### src/hdl/lamp_command_frame_receiver_assert.svh
// Assertion macros shared by the lamp command frame receiver RTL.
`ifndef LAMP_COMMAND_FRAME_RECEIVER_ASSERT_SVH
`define LAMP_COMMAND_FRAME_RECEIVER_ASSERT_SVH

// Same-cycle implication, checked on every rising edge outside reset.
`define LCFR_ASSERT_IMP(label, ante, cons, msg) \
  label: assert property (@(posedge clk) disable iff (!rst_n) (ante) |-> (cons)) \
    else $error(msg);

// Next-cycle implication, checked on every rising edge outside reset.
`define LCFR_ASSERT_NEXT(label, ante, cons, msg) \
  label: assert property (@(posedge clk) disable iff (!rst_n) (ante) |=> (cons)) \
    else $error(msg);

`endif

### src/hdl/lcfr_pkg.sv
// Types, constants and lookup tables of the lamp command frame receiver.
`default_nettype none

package lcfr_pkg;

  // Frame length in bytes, header and check byte included (4 to 15).
  localparam int FRAME_BYTES = 11;
  localparam logic [3:0] POS_LIMIT = 4'(FRAME_BYTES);
  localparam logic [3:0] POS_LAST  = 4'(FRAME_BYTES - 1);

  localparam logic [7:0] HDR0         = 8'hC8;
  localparam logic [7:0] HDR1         = 8'h8B;
  localparam logic [7:0] UNLOCK_CTRL  = 8'h06;
  localparam logic [7:0] UNLOCK_CHECK = 8'hD5;

  localparam logic [9:0] FULL_DUTY_RST = 10'(201 << 2);
  localparam logic [9:0] DIM_DUTY_RST  = 10'(81 << 2);
  localparam logic [7:0] TIMEOUT_RST   = 8'd200;

  localparam int CFG_AW = 4;
  localparam int CFG_DW = 32;

  // Register indexes (byte address divided by four).
  localparam logic [1:0] REG_FULL_DUTY = 2'd0;
  localparam logic [1:0] REG_DIM_DUTY  = 2'd1;
  localparam logic [1:0] REG_TIMEOUT   = 2'd2;

  // Event codes of a result.
  localparam logic [2:0] EV_NONE     = 3'd0;
  localparam logic [2:0] EV_APPLIED  = 3'd1;
  localparam logic [2:0] EV_BADCHECK = 3'd2;
  localparam logic [2:0] EV_UNLOCK   = 3'd3;
  localparam logic [2:0] EV_TIMEOUT  = 3'd4;

  typedef struct packed {
    logic       command;
    logic [7:0] byte_value;
  } lcfr_in_t;

  typedef struct packed {
    logic       high_beam;
    logic [9:0] low_beam_duty;
    logic       position_lamp;
    logic [2:0] event_res;
  } lcfr_out_t;

  typedef enum logic [1:0] {LB_OFF, LB_DIM, LB_FULL} lb_act_t;
  typedef enum logic [1:0] {PS_OFF, PS_ON, PS_KEEP} ps_act_t;

  typedef struct packed {
    logic    high;
    lb_act_t lb;
    ps_act_t ps;
  } lcfr_drive_t;

  // Expected check byte for each six-bit lamp code.
  localparam logic [7:0] CHECK_ROM [0:63] = '{
    8'h4C, 8'h9F, 8'hED, 8'h3E, 8'h66, 8'hB5, 8'hC7, 8'h14,
    8'h59, 8'h8A, 8'hF8, 8'h2B, 8'h73, 8'hA0, 8'hD2, 8'h01,
    8'h8E, 8'h5D, 8'h2F, 8'hFC, 8'hA4, 8'h77, 8'h05, 8'hD6,
    8'h9B, 8'h48, 8'h3A, 8'hE9, 8'hB1, 8'h62, 8'h10, 8'hC3,
    8'h2D, 8'hFE, 8'h8C, 8'h5F, 8'h07, 8'hD4, 8'hA6, 8'h75,
    8'h38, 8'hEB, 8'h99, 8'h4A, 8'h12, 8'hC1, 8'hB3, 8'h60,
    8'hEF, 8'h3C, 8'h4E, 8'h9D, 8'hC5, 8'h16, 8'h64, 8'hB7,
    8'hFA, 8'h29, 8'h5B, 8'h88, 8'hD0, 8'h03, 8'h71, 8'hA2
  };

  // Lamp drive selected by {HIGH, LOW, DRL, POS}.
  function automatic lcfr_drive_t drive_lookup(input logic [3:0] sel);
    lcfr_drive_t d;
    case (sel)
      4'd0:  d = '{1'b0, LB_OFF,  PS_OFF};
      4'd1:  d = '{1'b0, LB_OFF,  PS_ON};
      4'd2:  d = '{1'b0, LB_DIM,  PS_OFF};
      4'd3:  d = '{1'b0, LB_DIM,  PS_ON};
      4'd4:  d = '{1'b0, LB_FULL, PS_OFF};
      4'd5:  d = '{1'b0, LB_FULL, PS_ON};
      4'd6:  d = '{1'b0, LB_FULL, PS_OFF};
      4'd7:  d = '{1'b0, LB_FULL, PS_ON};
      4'd8:  d = '{1'b1, LB_OFF,  PS_OFF};
      4'd9:  d = '{1'b0, LB_OFF,  PS_ON};
      4'd10: d = '{1'b0, LB_DIM,  PS_KEEP};
      4'd11: d = '{1'b0, LB_DIM,  PS_ON};
      4'd12: d = '{1'b1, LB_FULL, PS_OFF};
      4'd13: d = '{1'b1, LB_FULL, PS_ON};
      4'd14: d = '{1'b1, LB_FULL, PS_OFF};
      4'd15: d = '{1'b1, LB_FULL, PS_ON};
      default: d = '{1'b0, LB_OFF, PS_OFF};
    endcase
    return d;
  endfunction

endpackage

`default_nettype wire

### src/hdl/lamp_command_frame_receiver.sv
// Lamp command frame receiver: frame hunting, check, lamp drive and silence timeout.
//
//   Channel   Direction  Handshake                 Payload
//   in_       input      in_valid / in_ready       lcfr_in_t  (command, byte_value)
//   out_      output     out_valid / out_ready     lcfr_out_t (lamp state, event)
//   cfg       input      APB psel/penable/pwrite   full_duty, dim_duty, timeout_ticks
//
// One item per cycle is sustained while out_ready stays high: an item waits in the input
// register, the frame, check and timer logic between that register and the result
// register is combinational, and the result is then loaded into the result register.
// Reset is synchronous, active low; it skips only the item and result data registers.
// A stalled result holds the result register; the input register then still takes one
// more item before in_ready drops.
`default_nettype none

module lamp_command_frame_receiver
  import lcfr_pkg::*;
(
  input  wire logic              clk,
  input  wire logic              rst_n,
  input  wire logic              in_valid,
  output logic                   in_ready,
  input  wire lcfr_in_t          in_data,
  output logic                   out_valid,
  input  wire logic              out_ready,
  output lcfr_out_t              out_data,
  input  wire logic              psel,
  input  wire logic              penable,
  input  wire logic              pwrite,
  input  wire logic [CFG_AW-1:0] paddr,
  input  wire logic [CFG_DW-1:0] pwdata,
  output logic [CFG_DW-1:0]      prdata,
  output logic                   pready
);

  logic [9:0] full_duty_r;
  logic [9:0] dim_duty_r;
  logic [7:0] timeout_r;

  logic       s1_valid_r;
  lcfr_in_t   s1_item_r;
  logic       out_valid_r;
  lcfr_out_t  out_data_r;

  logic [3:0] pos_r, pos_nxt;
  logic [7:0] ctrl_r, ctrl_nxt;
  logic [7:0] ind_r, ind_nxt;
  logic [7:0] silence_r, silence_nxt;
  logic       high_r, high_nxt;
  logic [9:0] low_r, low_nxt;
  logic       posl_r, posl_nxt;
  logic [2:0] ev_nxt;

  logic        s1_adv;
  logic        cfg_wr;
  logic [1:0]  cfg_idx;
  logic [7:0]  sil_inc;
  logic [7:0]  ind_cur;
  logic [5:0]  code;
  logic [3:0]  sel;
  lcfr_drive_t drive;

  assign pready   = 1'b1;
  assign cfg_wr   = psel && penable && pwrite;
  assign cfg_idx  = paddr[3:2];

  // The first stage moves on when the result register is free or being emptied.
  assign s1_adv    = !out_valid_r || out_ready;
  assign in_ready  = !s1_valid_r || s1_adv;
  assign out_valid = out_valid_r;
  assign out_data  = out_data_r;

  always_comb begin
    case (cfg_idx)
      REG_FULL_DUTY: prdata = {{(CFG_DW-10){1'b0}}, full_duty_r};
      REG_DIM_DUTY:  prdata = {{(CFG_DW-10){1'b0}}, dim_duty_r};
      REG_TIMEOUT:   prdata = {{(CFG_DW-8){1'b0}}, timeout_r};
      default:       prdata = '0;
    endcase
  end

  // The indicator byte is also the check byte when the frame is only four bytes long.
  assign ind_cur = (pos_r == 4'd3) ? s1_item_r.byte_value : ind_r;
  assign code = {ctrl_r[2], ctrl_r[3], ctrl_r[4], ctrl_r[5], ind_cur[5], ind_cur[6]};
  assign sel   = {code[2], code[3], code[4], code[5]};
  assign drive = drive_lookup(sel);
  assign sil_inc = silence_r + 8'd1;

  always_comb begin
    pos_nxt     = pos_r;
    ctrl_nxt    = ctrl_r;
    ind_nxt     = ind_r;
    silence_nxt = silence_r;
    high_nxt    = high_r;
    low_nxt     = low_r;
    posl_nxt    = posl_r;
    ev_nxt      = EV_NONE;
    if (s1_item_r.command) begin
      if (sil_inc >= timeout_r) begin
        silence_nxt = '0;
        high_nxt    = 1'b0;
        low_nxt     = full_duty_r;
        posl_nxt    = 1'b1;
        ev_nxt      = EV_TIMEOUT;
      end else begin
        silence_nxt = sil_inc;
      end
    end else if (pos_r >= POS_LIMIT) begin
      pos_nxt = '0;
    end else if (pos_r == 4'd0) begin
      pos_nxt = (s1_item_r.byte_value == HDR0) ? 4'd1 : 4'd0;
    end else if (pos_r == 4'd1) begin
      pos_nxt = (s1_item_r.byte_value == HDR1) ? 4'd2 : 4'd0;
    end else begin
      if (pos_r == 4'd2) begin
        ctrl_nxt = s1_item_r.byte_value;
      end
      if (pos_r == 4'd3) begin
        ind_nxt = s1_item_r.byte_value;
      end
      if (pos_r == POS_LAST) begin
        pos_nxt = '0;
        if (ctrl_r == UNLOCK_CTRL && s1_item_r.byte_value == UNLOCK_CHECK) begin
          high_nxt    = 1'b0;
          low_nxt     = '0;
          posl_nxt    = 1'b1;
          silence_nxt = '0;
          ev_nxt      = EV_UNLOCK;
        end else if (s1_item_r.byte_value != CHECK_ROM[code]) begin
          ev_nxt = EV_BADCHECK;
        end else begin
          silence_nxt = '0;
          high_nxt    = drive.high;
          case (drive.lb)
            LB_FULL: low_nxt = full_duty_r;
            LB_DIM:  low_nxt = dim_duty_r;
            default: low_nxt = '0;
          endcase
          if (drive.ps != PS_KEEP) begin
            posl_nxt = (drive.ps == PS_ON);
          end
          ev_nxt = EV_APPLIED;
        end
      end else begin
        pos_nxt = pos_r + 4'd1;
      end
    end
  end

  always_ff @(posedge clk) begin
    if (!rst_n) begin
      full_duty_r <= FULL_DUTY_RST;
      dim_duty_r  <= DIM_DUTY_RST;
      timeout_r   <= TIMEOUT_RST;
      s1_valid_r  <= 1'b0;
      out_valid_r <= 1'b0;
      pos_r       <= '0;
      ctrl_r      <= '0;
      ind_r       <= '0;
      silence_r   <= '0;
      high_r      <= 1'b0;
      low_r       <= '0;
      posl_r      <= 1'b0;
    end else begin
      if (cfg_wr) begin
        case (cfg_idx)
          REG_FULL_DUTY: full_duty_r <= pwdata[9:0];
          REG_DIM_DUTY:  dim_duty_r  <= pwdata[9:0];
          REG_TIMEOUT:   timeout_r   <= pwdata[7:0];
          default: ;
        endcase
      end
      if (in_ready) begin
        s1_valid_r <= in_valid;
      end
      if (s1_adv) begin
        out_valid_r <= s1_valid_r;
      end
      if (s1_adv && s1_valid_r) begin
        pos_r     <= pos_nxt;
        ctrl_r    <= ctrl_nxt;
        ind_r     <= ind_nxt;
        silence_r <= silence_nxt;
        high_r    <= high_nxt;
        low_r     <= low_nxt;
        posl_r    <= posl_nxt;
      end
    end
  end

  always_ff @(posedge clk) begin
    if (in_ready && in_valid) begin
      s1_item_r <= in_data;
    end
    if (s1_adv && s1_valid_r) begin
      out_data_r <= '{high_beam: high_nxt, low_beam_duty: low_nxt,
                      position_lamp: posl_nxt, event_res: ev_nxt};
    end
  end

`include "lamp_command_frame_receiver_assert.svh"

  `LCFR_ASSERT_IMP(a_pos_in_range, 1'b1, pos_r < POS_LIMIT, "frame position out of range")
  `LCFR_ASSERT_IMP(a_unlock_drive,
    out_valid_r && out_data_r.event_res == EV_UNLOCK,
    !out_data_r.high_beam && out_data_r.low_beam_duty == 10'd0 && out_data_r.position_lamp,
    "unlock result with wrong lamp drive")
  `LCFR_ASSERT_IMP(a_timeout_drive,
    out_valid_r && out_data_r.event_res == EV_TIMEOUT,
    !out_data_r.high_beam && out_data_r.position_lamp,
    "timeout result with wrong lamp drive")
  `LCFR_ASSERT_IMP(a_no_overrun, in_valid && in_ready,
    !(s1_valid_r && out_valid_r && !out_ready), "input taken while both stages are blocked")
  `LCFR_ASSERT_NEXT(a_silence_cleared,
    s1_adv && s1_valid_r && (ev_nxt == EV_APPLIED || ev_nxt == EV_UNLOCK || ev_nxt == EV_TIMEOUT),
    silence_r == 8'd0, "silence timer not restarted")

endmodule

`default_nettype wire
### config.mk
export PLATFORM = sky130hd
export DESIGN_NAME = lamp_command_frame_receiver
export DESIGN_NICKNAME = d
export VERILOG_FILES = /design/src/hdl/lcfr_pkg.sv /design/src/hdl/lamp_command_frame_receiver.sv
export VERILOG_INCLUDE_DIRS = /design/src /design/src/hdl
export SDC_FILE = /design/constraint.sdc
export NUM_CORES = 1
export LEC_CHECK = 0
export BUFFER_PORTS_ARGS = -buffer_cell sky130_fd_sc_hd__buf_2
export CORE_MARGIN = 5
export CORE_UTILIZATION = 35
export CTS_CLUSTER_DIAMETER = 30
export DETAILED_ROUTE_END_ITERATION = 12
export GPL_ROUTABILITY_DRIVEN = 0
export PLACE_DENSITY_LB_ADDON = 0.25
export SLEW_MARGIN = 25
export SYNTH_ARGS = -nofsm -noshare
export SYNTH_HDL_FRONTEND = slang
export SYNTH_SLANG_ARGS = --single-unit
### constraint.sdc
create_clock -name clk -period 2.85 [get_ports clk]
set_input_delay 0.57 -clock clk [delete_from_list [all_inputs] [get_ports clk]]
set_output_delay 0.57 -clock clk [all_outputs]
set_load 0.05 [all_outputs]
== Yosys cells after proc, flatten, opt, wreduce, memory -nomap -nowiden ==
Memories as Yosys holds them, arrays and structs flattened. A register that Yosys moved wholly into a read port is not among the register bits.
Index checks and enable logic that the tools add are counted.
W data, S select, Z words.

* Register bits after elaboration: 93
* Latch bits: 0
* Bits in writable memories: 0
* Memory bits (read-only): 592
* Input port bits: 52
* Output and inout bits: 50
* Word-level logic and storage cells: 124
* Memories: 2

* Add/subtract/negate cells: 2
* Multipliers: 0
* Div/mod/pow operators: 0
* Magnitude comparators: 3
* Eq/ne operators: 19
* Shift operators: 0
* Mux-type cells: 54
* Bitwise operators: 5
* Reduce and logical (&&, ||, !) cells: 20

{| class="wikitable"
|+ Memory list
! memory !! words !! width !! rd ports !! clocked after Yosys merged registers in !! write ports !! RTL line !! RTL
|-
| (no name shown) || 64 || 8 || 1 || 0 || 0 || lamp_command_frame_receiver.sv:129 || <nowiki>end else if (s1_item_r.byte_value != CHECK_ROM[code]) begin</nowiki>
|-
| (no name shown) || 16 || 5 || 1 || 1 || 0 || lcfr_pkg.sv:71 || <nowiki>case (sel)</nowiki>
|}

{| class="wikitable"
|+ Operators by type and width
! kind !! number
|-
| $mux W10 || 8
|-
| $mux W8 || 10
|-
| $pmux W10 S3 || 1
|-
| $eq A8 B8 Y1 const B || 3
|-
| $mux W4 || 6
|-
| $pmux W10 S2 || 1
|-
| $mux W1 || 18
|-
| $reduce_and A6 Y1 || 3
|-
| $mux W2 || 7
|-
| $add A8 B1 Y8 const B || 1
|-
| $eq A4 B2 Y1 const B || 2
|-
| $eq A8 B3 Y1 const B || 1
|-
| $ge A8 B8 Y1 || 1
|-
| $ne A2 B2 Y1 const B || 4
|-
| $ne A8 B8 Y1 || 1
|-
| $reduce_and A2 Y1 || 4
|-
| $ge A7 B7 Y1 const B || 1
|-
| $mux W7 || 1
|-
| $not A6 Y7 || 1
|-
| $eq A2 B1 Y1 const B || 3
|-
| $mux W3 || 2
|-
| $logic_and A1 B1 Y1 || 5
|-
| $reduce_and A5 Y1 || 1
|-
| $add A4 B1 Y4 const B || 1
|-
| 11 further kinds || 17
|}

== Depth between registers and ports, before layout ==
Gate-level depths: netlist of the first run.

* Word-level depth: 14
* Depth in mapped cells: 14
* Depth with buffers taken out: 14

== Least setup slack after synthesis of the first run ==
OpenSTA, ideal clock, no wires.

* Kind: flip-flop to flip-flop
* From: register silence_r[0]
* To: register out_data_r (netlist bit out_data[10]) (data pin)
* Library setup time: 0.264 ns
* Arrival time: 2.854 ns
* Required time: 2.586 ns
* Slack: -0.268 ns
* Stages on the path, launching flop included: 15
* Path buffers: 0
* Clock period less this slack: 3.118 ns
* Path through: dfxtp_1 ha_1 nand3_1 nor2_1 xor2_1 ha_1 and4_1 a2111oi_0 o31a_1 nor2_1 nand2_1 inv_1 or3_1 o21ai_0 nor2_1

* Cells in the longest elaborated chain, start to end: 4

{| class="wikitable"
|+ RTL lines
! element !! RTL line !! RTL
|-
| start: declaration || lamp_command_frame_receiver.sv:48 || <nowiki>logic [7:0] silence_r, silence_nxt;</nowiki>
|-
| start signal: assignment || lamp_command_frame_receiver.sv:183 || <nowiki>silence_r <= silence_nxt;</nowiki>
|-
| $add A8 B1 Y8 || lamp_command_frame_receiver.sv:87 || <nowiki>assign sil_inc = silence_r + 8'd1;</nowiki>
|-
| $ge A8 B8 Y1 || lamp_command_frame_receiver.sv:99 || <nowiki>if (sil_inc >= timeout_r) begin</nowiki>
|-
| $mux W10 || lamp_command_frame_receiver.sv:99 ||
|-
| $mux W10 || lamp_command_frame_receiver.sv:98 || <nowiki>if (s1_item_r.command) begin</nowiki>
|-
| named net low_nxt[6] || lamp_command_frame_receiver.sv:50 || <nowiki>logic [9:0] low_r, low_nxt;</nowiki>
|-
| end signal: assignment || lamp_command_frame_receiver.sv:196 || <nowiki>out_data_r <= '{high_beam: high_nxt, low_beam_duty: low_nxt,</nowiki>
|-
| end: declaration || lamp_command_frame_receiver.sv:43 || <nowiki>lcfr_out_t out_data_r;</nowiki>
|}

The timed path passes the listed nets, and every way through them passes these cells.
A chain may end at the register's enable or synchronous reset.

== Worst setup path in the final report of the first run ==
Ends and elaborated chain as after synthesis.

==> out/metrics.cfg, run 1 <==
[logic_synthesis]
ys_seq_area_frac = 0.429
synth_edf_count = 24
synth_area_mm2 = 0.00490
synth_top_flop_cell = dfxtp_1
syn_inst = 561
syn_area_per_cell_um2 = 8.73
yosys.area.top_type = dfxtp_1
async_reset_ff_frac = 0
synth_top_area_share = 0.282
synth_cell_type_count = 63
synth_area_leaders = dfxtp_1 28%, edfxtp_1 15%, nand2_1 6.3%
yosysWarnings = 0
synth-seq-cells = 93

[die]
initial_core_util = 0.354
die_x_um = 128
pin_count = 102
coreArea_mm2 = 0.0138
core.rowCount = 43
die_h_um = 128
dieArea_mm2 = 0.0165

[sta]
final-hold-violation-count = 0
setup_tns_ns = -0.0890
fin_crit_ns = 2.87
finalSetupViolations = 8
worst_slack_ns = -0.0223
fmax_mhz = 348
period_share = 1.01
finalClockSkew_ns = 0.00808
tightestPinTransition_ns = 0.724
slew_violations = 0
relSlewSlack = 0.515
rsz0062_at_grt = yes
holdWs_ns = 0.393

[worst_setup_path]
worstSetupEndpointType = register
r2r-start = silence_r[0]
path_buf_inv = 2
arrival_ns = 2.97
startpoint_type = register
required_ns = 2.95
worstReg2RegEnd = out_data[10]
rrSetupSlack_ns = -0.02
criticalPathCategory = reg -> reg
crit_family = simple AND/OR/NAND/NOR gates
cp_max_fo = 8
slowest_delay_ns = 0.38
critPathSlowestCell = dfxtp_4
cp-startpoint = silence_r[0]
cp_cell_sequence = ha_4, nand3_4, nor2_4, xor2_2, ha_1, buf_6, a2111oi_4, o31a_1, nor2_2, nand2_2, clkinv_4, or3_4, o21ai_2, nor2_1
rr_worst_depth = 14

[clock_tree]
hold_buffers = 0
clk_path_buf_depth = 2
clkTransAtPathRegs_ns = 0.07
worstSkewPairLatency_ns = 0.35
numCtsBuffers = 9
h-tree-depth = 3
cts_root_buffer = clkbuf_16
cts_sinks = 93
cts_tree = done

[drt]
first_pass_iters = 4
detail_route.iter0.violations = 259
wl_um = 12700
routedWlPerCell_um = 15.4
route.vias.total = 4286
via_per_inst = 5.20
ant_nets = 0
drc_errors = 0

[global_route]
grt_pass1_vias = 4085
grt_max_degree = 25
grt_antenna_before_repair = 0
grt_use_total = 0.154
grt-ovfl-total = 0
grt_pass1_wl_um = 20200

[layout]
antennaDiodeCount = 0
final_nets = 702
final_cells = 824
final_layout_size_suffix_gt1_frac = 0.239
syn2layout_area_growth_pct = 24.0

[hold_path]
hp-class = in -> reg
hold_depth = 1
hold_start = in_data[7]
holdPathEnd = s1_item_r[7]

[placement]
place_inst = 803
hpwlAfterDp_um = 9140
dp_slack_ns = -0.154
io_buffers = 54

[run]
max-cap-violations = 0

[outcome]
failed_checks = setup timing
status = complete, but fails checks

[power]
powerDensity_mw_per_mm2 = 514
power_leakage_nw = 2.49
irDropWorstVdd_v = 0.000332

==> final cells by class <==
type	count	area, µm²
Fill cell	1365	7750
Multi-Input combinational cell	413	2690
Sequential cell	93	2110
Timing Repair Buffer	97	597
Clock buffer	10	250
Tap cell	180	225
Inverter	25	101
Clock inverter	6	97.6
==> timing repair <==
item	4_1_cts	5_1_grt
setup endpoints to repair	23	29
resized for setup	16	27
pin swaps	9	21
buffers inserted	2	3
==> metrics by stage <==
step | total power [mW] | instance area (µm²) | util
6_report | 3.12 | 6070 | 0.439
3_3_place_gp | 1.76 | 5490 | 0.397
2_1_floorplan | 1.69 | 5000 | -
3_5_place_dp | 1.76 | 5490 | 0.397
4_1_cts | 3.14 | 5920 | 0.428
5_1_grt | 3.23 | 6070 | 0.439
==> flip-flops by register name, summed over array words and instances, names as in the netlist, 4 cells and up <==
| signal | cells |
|---|---|
| timeout_r | 8 |
| s1_item_r | 9 |
| drive | 5 |
| out_data | 15 |
| silence_r | 8 |
| low_r | 10 |
| dim_duty_r | 10 |
| ctrl_r | 8 |
| pos_r | 4 |
| full_duty_r | 10 |
==> where the power goes <==
group          leakage [nW]  internal [mW]  switching [mW]
Sequential            0.787           1.38          0.0257
Clock                 0.171          0.836           0.552
Combinational          1.53         0.0821           0.245
==> metal layers <==
layer | GRT usage | up-vias | part of all wire
met4 | 0.0818 | 0 | 0.028
met3 | 0.0254 | 23 | 0.041
met2 | 0.241 | 96 | 0.48
li1 | - | 2120 | -
met1 | 0.202 | 2047 | 0.45
met5 | 0 | - | 0
==> kinds of logic (layout without fill, tap and decap cells) <==
group / after synthesis / after routing / share of synthesized area
muxes: 23 / 23 / 0.0491
adders and majority gates: 11 / 11 / 0.0281
buffers and inverters: 76 / 138 / 0.0797
xor gates and xnor gates: 18 / 18 / 0.0350
DFF: 93 / 93 / 0.429
AOI/OAI and AO/OA: 121 / 121 / 0.163
other: 2 / 23 / 0.00153
and+or+nand+nor: 217 / 217 / 0.214
==> worst max path at each step <==
stage          slack [ns]  cells after the start           end
6_report            -0.02                     14  out_data[10]
4_1_cts            -0.002                     14      low_r[2]
3_3_place_gp        -0.10                     13  out_data[13]
3_5_place_dp        -0.15                     13  out_data[12]
5_1_grt             -0.17                     14      low_r[2]
2_1_floorplan       0.007                     14  out_data[10]
==> synth_stat cells (all sizes together), types with 3 or more instances <==
library cell / instances
nor3b: 3
nand2: 82
edfxtp: 24
nor2: 39
nor4b: 4
o22ai: 4
a221o: 12
nand2b: 8
nand3: 35
xnor2: 10
o31ai: 5
nor4bb: 3
nor3: 13
o211ai: 4
a21oi: 35
mux2i: 21
a31oi: 7
ha: 11
a22oi: 3
xor2: 7
or3: 5
nor4: 4
buf: 32
o21ai: 29
inv: 23
and2: 3
nor2b: 4
dfxtp: 69
nand4: 3
a211oi: 4
clkbuf: 19
a2111oi: 3
==> placed cells by master, fill, tap and decap left out, types with 9 or more instances in the layout <==
| cell | instances |
|---|---|
| ha_1 | 9 |
| o21ai_0 | 15 |
| conb_1 | 23 |
| o21ai_1 | 12 |
| nor2_1 | 36 |
| clkbuf_16 | 10 |
| dfxtp_1 | 65 |
| a221o_1 | 12 |
| mux2i_1 | 20 |
| a21oi_1 | 34 |
| nor3_1 | 12 |
| nand3_1 | 32 |
| buf_2 | 54 |
| inv_1 | 21 |
| edfxtp_1 | 24 |
| nand2_1 | 80 |
| buf_4 | 42 |
(Power assumes the default switching activity.)
==> inputs of run 2 (changes only) <==
- ABC_CLOCK_PERIOD_IN_PS: default -> 2850
- CORE_MARGIN: 5 -> 2
- CTS_CLUSTER_DIAMETER: 30 -> 150
==> out/metrics.cfg, run 2 (synthesized netlist as in run 1, its figures left out) <==
[outcome]
status = finished clean

[worst_setup_path]
path_buf_inv = 2  ; unchanged
required_ns = 2.94  ; about the same
startpoint_type = register
rr_worst_depth = 14  ; unchanged
cp-startpoint = silence_r[0]
arrival_ns = 2.92  ; -0.05 ns
worstSetupEndpointType = register
slowest_delay_ns = 0.38  ; about the same
criticalPathCategory = reg -> reg
r2r-start = silence_r[0]
cp_cell_sequence = nand3_2, inv_2, nand3_4, xnor2_2, ha_1, a21o_1, a2111oi_4, o31a_1, nor2_2, nand2_2, inv_4, or3_4, o21ai_2, nor2_1
cp_num_cells = 14  ; unchanged
critPathSlowestCell = dfxtp_4
cp_max_fo = 8  ; unchanged
crit_family = compound AO/OA/AOI/OAI gates
worstReg2RegEnd = out_data[4]
crit_end = out_data[4]
rrSetupSlack_ns = 0.02  ; +0.05 ns

[die]
coreArea_mm2 = 0.0138  ; -0.39%
dieArea_mm2 = 0.0150  ; -9.1%
die_h_um = 122  ; -4.7%
core.rowCount = 43  ; unchanged
initial_core_util = 0.356  ; +0.00138
pin_count = 102  ; unchanged
die_x_um = 122  ; -4.7%

[drt]
ant_nets = 0  ; unchanged
route.vias.total = 4229  ; -1.3%
first_pass_iters = 4  ; unchanged
wl_um = 12100  ; -4.9%
via_per_inst = 5.12  ; -1.6%
routedWlPerCell_um = 14.6  ; -5.2%
drc_errors = 0  ; unchanged
detail_route.iter0.violations = 246  ; -5.0%

[clock_tree]
cts_tree = done
clk_path_buf_depth = 2  ; unchanged
numCtsBuffers = 9  ; unchanged
clkTransAtPathRegs_ns = 0.08  ; about the same
worstSkewPairLatency_ns = 0.35  ; about the same
cts_sinks = 93  ; unchanged
h-tree-depth = 3  ; unchanged
cts_root_buffer = clkbuf_16

[layout]
syn2layout_area_growth_pct = 23.6
final_area_mm2 = 0.00605  ; -0.31%
final_cells = 826  ; +0.24%
final_layout_size_suffix_gt1_frac = 0.241  ; +0.00236
final_common_cell = nand2_1
largest_reg_flops = 15  ; unchanged
mostFrequentLayoutCells = 80 x nand2_1, 64 x dfxtp_1, 54 x buf_2
final_nets = 704  ; +0.28%
antennaDiodeCount = 0  ; unchanged

[global_route]
grt_max_degree = 26  ; +4.0%
grt_use_total = 0.165  ; +0.0115
grt_antenna_before_repair = 0  ; unchanged
grt_pass1_wl_um = 19500  ; -3.3%
grt_pass1_vias = 3963  ; -3.0%
grt-ovfl-total = 0  ; unchanged

[sta]
finalSetupViolations = 0  ; -8
slew_violations = 0  ; unchanged
setup_tns_ns = 0  ; +0.0890 ns
finalClockSkew_ns = 0.0182  ; +0.0101 ns
final-hold-violation-count = 0  ; unchanged
fmax_mhz = 354  ; +1.6%
relSlewSlack = 0.556  ; +0.0407
rsz0062_at_grt = yes
fin_crit_ns = 2.83  ; -0.0466 ns
period_share = 0.992  ; -0.0163
holdWs_ns = 0.402  ; +0.00845 ns
tightestPinTransition_ns = 0.663  ; -0.0607 ns

[power]
irDropWorstVdd_v = 0.000294  ; -11%
power_leakage_nw = 2.46  ; -1.0%
powerDensity_mw_per_mm2 = 496  ; -3.6%

[placement]
io_buffers = 54  ; unchanged
place_inst = 803  ; unchanged
placed_area_mm2 = 0.00549  ; unchanged
hpwlAfterDp_um = 8890  ; -2.8%

[hold_path]
hp-class = in -> reg

[run]
max-cap-violations = 0  ; unchanged

-- run 2: layout make-up --
class | count | area, µm²
fillers | 1357 | 7720
clock inverters | 7 | 86.3
well taps | 180 | 225
repair buffers | 99 | 619
clock buffers | 9 | 225
multi-input cells | 413 | 2690
inverters | 25 | 96.3
flip-flops and latches | 93 | 2120
-- run 2: worst reg2reg max path, stage by stage (launching register included) --
cell       delay [ns]
dfxtp_4          0.38
nand3_2          0.08
inv_2            0.07
nand3_4          0.09
xnor2_2          0.15
ha_1             0.30
a21o_1           0.19
a2111oi_4        0.33
o31a_1           0.23
nor2_2           0.05
nand2_2          0.11
inv_4            0.07
or3_4            0.37
o21ai_2          0.08
nor2_1           0.06
-- run 2: layer usage --
metal,vias up,GRT usage,share of wire
met3,9,0.0311,0.050
met1,2005,0.223,0.46
met5,-,0,0
met2,89,0.270,0.48
li1,2126,-,-
met4,0,0.0481,0.010
-- run 2: report_power, final --
group,internal (mW),switching (mW),leakage (nW)
clock,0.702,0.561,0.151
sequential,1.38,0.0226,0.788
combinational,0.0838,0.249,1.52
total,2.17,0.833,2.46
-- run 2: what timing repair did --
action	in CTS	in global routing
setup buffers	4	3
resized for setup	18	29
endpoints found under the setup margin	23	30
pin swaps	12	25
hold buffers	0	0
-- run 2: worst min path at each step --
stage	from	end	slack, ns	depth (start not counted)
floorplan	silence_r[7]	silence_r[7]	0.45	1
global placement	silence_r[7]	silence_r[7]	0.46	1
detailed placement	timeout_r[5]	timeout_r[5]	0.47	2
CTS	in_data[0]	s1_item_r[0]	0.39	1
global route	in_data[1]	s1_item_r[1]	0.39	1
finish	in_data[0]	s1_item_r[0]	0.40	1
-- run 2: stage by stage --
step	setup WS, ns	util	power, mW
after global routing	-0.104	0.439	3.09
final	0.0242	0.439	3.00
after global placement	-0.0943	0.399	1.75
after detailed placement	-0.132	0.399	1.76
after floorplan	0.00733	-	1.69
after CTS	-0.0165	0.429	3.01
==> inputs of run 3 (changes only) <==
- ABC_CLOCK_PERIOD_IN_PS: 2850 -> default
- RECOVER_POWER: default -> 100
- SETUP_SLACK_MARGIN: default -> 0.05
==> out/metrics.cfg, run 3 (synthesized netlist as in run 1, its figures left out) <==
[layout]
final_layout_size_suffix_gt1_frac = 0.208  ; -0.0337
antennaDiodeCount = 0  ; unchanged
final_cells = 825  ; -0.12%
fin_util = 0.438  ; -0.00100
fillers = 1414  ; +4.2%
syn2layout_area_growth_pct = 23.3
final_common_cell = nand2_1
multi_input_area_mm2 = 0.00274  ; +2.1%
regArea_mm2 = 0.00211  ; about the same
largest_reg_flops = 15  ; unchanged
mostFrequentLayoutCells = 80 x nand2_1, 63 x dfxtp_1, 35 x nor2_1
final_nets = 703  ; -0.14%

[sta]
rsz0062_at_grt = yes
worst_slack_ns = -0.0534  ; -0.0776 ns
final-hold-violation-count = 0  ; unchanged
relSlewSlack = 0.248  ; -0.308
fmax_mhz = 344  ; -2.7%
slew_violations = 0  ; unchanged
period_share = 1.02  ; +0.0272
finalClockSkew_ns = 0.00926  ; -0.00892 ns
tightestPinTransition_ns = 1.13  ; +0.465 ns
finalSetupViolations = 11  ; +11
holdWs_ns = 0.400  ; -0.00196 ns
fin_crit_ns = 2.90  ; +0.0776 ns

[placement]
io_buffers = 54  ; unchanged
place_inst = 801  ; -0.25%
dp_slack_ns = -0.0805  ; +0.0515 ns
hpwlAfterDp_um = 8920  ; +0.40%

[drt]
ant_nets = 0  ; unchanged
first_pass_iters = 5  ; +1
via_per_inst = 5.19  ; +1.4%
routedWlPerCell_um = 15.0  ; +3.1%
route.vias.total = 4281  ; +1.2%
detail_route.iter0.violations = 273  ; +11%
drc_errors = 0  ; unchanged
wl_um = 12400  ; +2.9%

[power]
internal_power_mw = 2.13  ; -1.8%
p_comb_frac = 0.110  ; about the same
switching_share = 0.270  ; -0.00735
clkPwrFrac = 0.407  ; -0.014
seq_power_share = 0.484  ; +0.016
irDropWorstVdd_v = 0.000269  ; -8.5%
powerDensity_mw_per_mm2 = 483  ; -2.5%
switching_power_mw = 0.789  ; -5.3%
power_leakage_nw = 2.38  ; -3.4%

[die]
dieArea_mm2 = 0.0150  ; unchanged
core.rowCount = 43  ; unchanged
initial_core_util = 0.356  ; unchanged
die_x_um = 122  ; unchanged
coreArea_mm2 = 0.0138  ; unchanged
pin_count = 102  ; unchanged
die_h_um = 122  ; unchanged

[worst_setup_path]
path_buf_inv = 2  ; unchanged
criticalPathCategory = reg -> reg
slowest_delay_ns = 0.38  ; about the same
startpoint_type = register
cp_max_fo = 6  ; -2
crit_top_cell = ha_4
crit_family = compound AO/OA/AOI/OAI gates
worstSetupEndpointType = register
critPathSlowestCell = dfxtp_4
arrival_ns = 3.00  ; +0.08 ns
cp_cell_sequence = ha_4, nand3_4, nor2_4, xor2_2, ha_4, and4_1, a2111oi_4, o31a_1, nor2_2, nand2_2, buf_4, buf_6, nand2_4, a221o_1
required_ns = 2.94  ; about the same

[global_route]
grt_pass1_vias = 4014  ; +1.3%
grt-ovfl-total = 0  ; unchanged
grt_use_total = 0.167  ; +0.00140
grt_pass1_wl_um = 19600  ; +0.29%
grt_antenna_before_repair = 0  ; unchanged
grt_max_degree = 33  ; +27%

[clock_tree]
cts_tree = done
numCtsBuffers = 9  ; unchanged
worstSkewPairLatency_ns = 0.35  ; about the same
cts_sinks = 93  ; unchanged
clkTransAtPathRegs_ns = 0.07  ; about the same
h-tree-depth = 3  ; unchanged
clk_path_buf_depth = 2  ; unchanged
cts_root_buffer = clkbuf_16
hold_buffers = 0  ; unchanged

[outcome]
failed_checks = setup timing
status = complete, but fails checks

[run]
max-cap-violations = 0  ; unchanged

[hold_path]
hp-class = in -> reg

## run 3: changes by cell type in the layout (fill, tap and decap cells not counted), moves of 3 or more
cell / change
buf_2: -25
buf_4: -8
clkbuf_1: +29
clkbuf_2: +3
nor4_2: +3
nor4_4: -3
o21ai_0: +3
o21ai_1: -5
## run 3: power by group through the flow
stage | clock [mW] | sequential, mW | combinational, mW
detailed placement | 0 | 1.44 | 0.318
CTS | 1.21 | 1.41 | 0.320
finish | 1.19 | 1.41 | 0.319
global placement | 0 | 1.44 | 0.316
global route | 1.26 | 1.41 | 0.342
floorplan | 0 | 1.47 | 0.226
## run 3: layout make-up
| cell class | count | area share |
|---|---|---|
| clock buffers | 12 | 0.0443 |
| well taps | 180 | 0.0373 |
| clock inverters | 4 | 0.00456 |
| repair buffers | 98 | 0.0936 |
| multi-input cells | 413 | 0.454 |
| flip-flops and latches | 93 | 0.350 |
| inverters | 25 | 0.0160 |
## run 3: metal layers
| layer | share of wire | GRT usage |
|---|---|---|
| met3 | 0.048 | 0.0204 |
| met4 | 0.022 | 0.0690 |
| met1 | 0.46 | 0.226 |
| met5 | 0 | 0 |
| met2 | 0.47 | 0.268 |
## run 3: through the flow
stage | setup TNS, ns | total power, mW | area (µm²)
finish | -0.253 | 2.92 | 6040
global route | -2.68 | 3.01 | 6040
detailed placement | -0.770 | 1.76 | 5500
global placement | -0.119 | 1.75 | 5500
floorplan | 0 | 1.69 | 5030
CTS | 0 | 2.94 | 5900
## run 3: what timing repair did
item                       in CTS  in global routing
buffers inserted                5                  4
pin swaps                      11                 16
setup endpoints to repair      27                 32
resized for setup              18                 33
## run 3: final timing paths
kind | from | cells past startpoint | slack (ns) | endpoint
max | silence_r[1] | 14 | -0.05 | out_data[12]
min | in_data[3] | 1 | 0.40 | s1_item_r[3]
max reg2reg | silence_r[1] | 14 | -0.05 | out_data[12]
min reg2reg | timeout_r[1] | 2 | 0.48 | timeout_r[1]
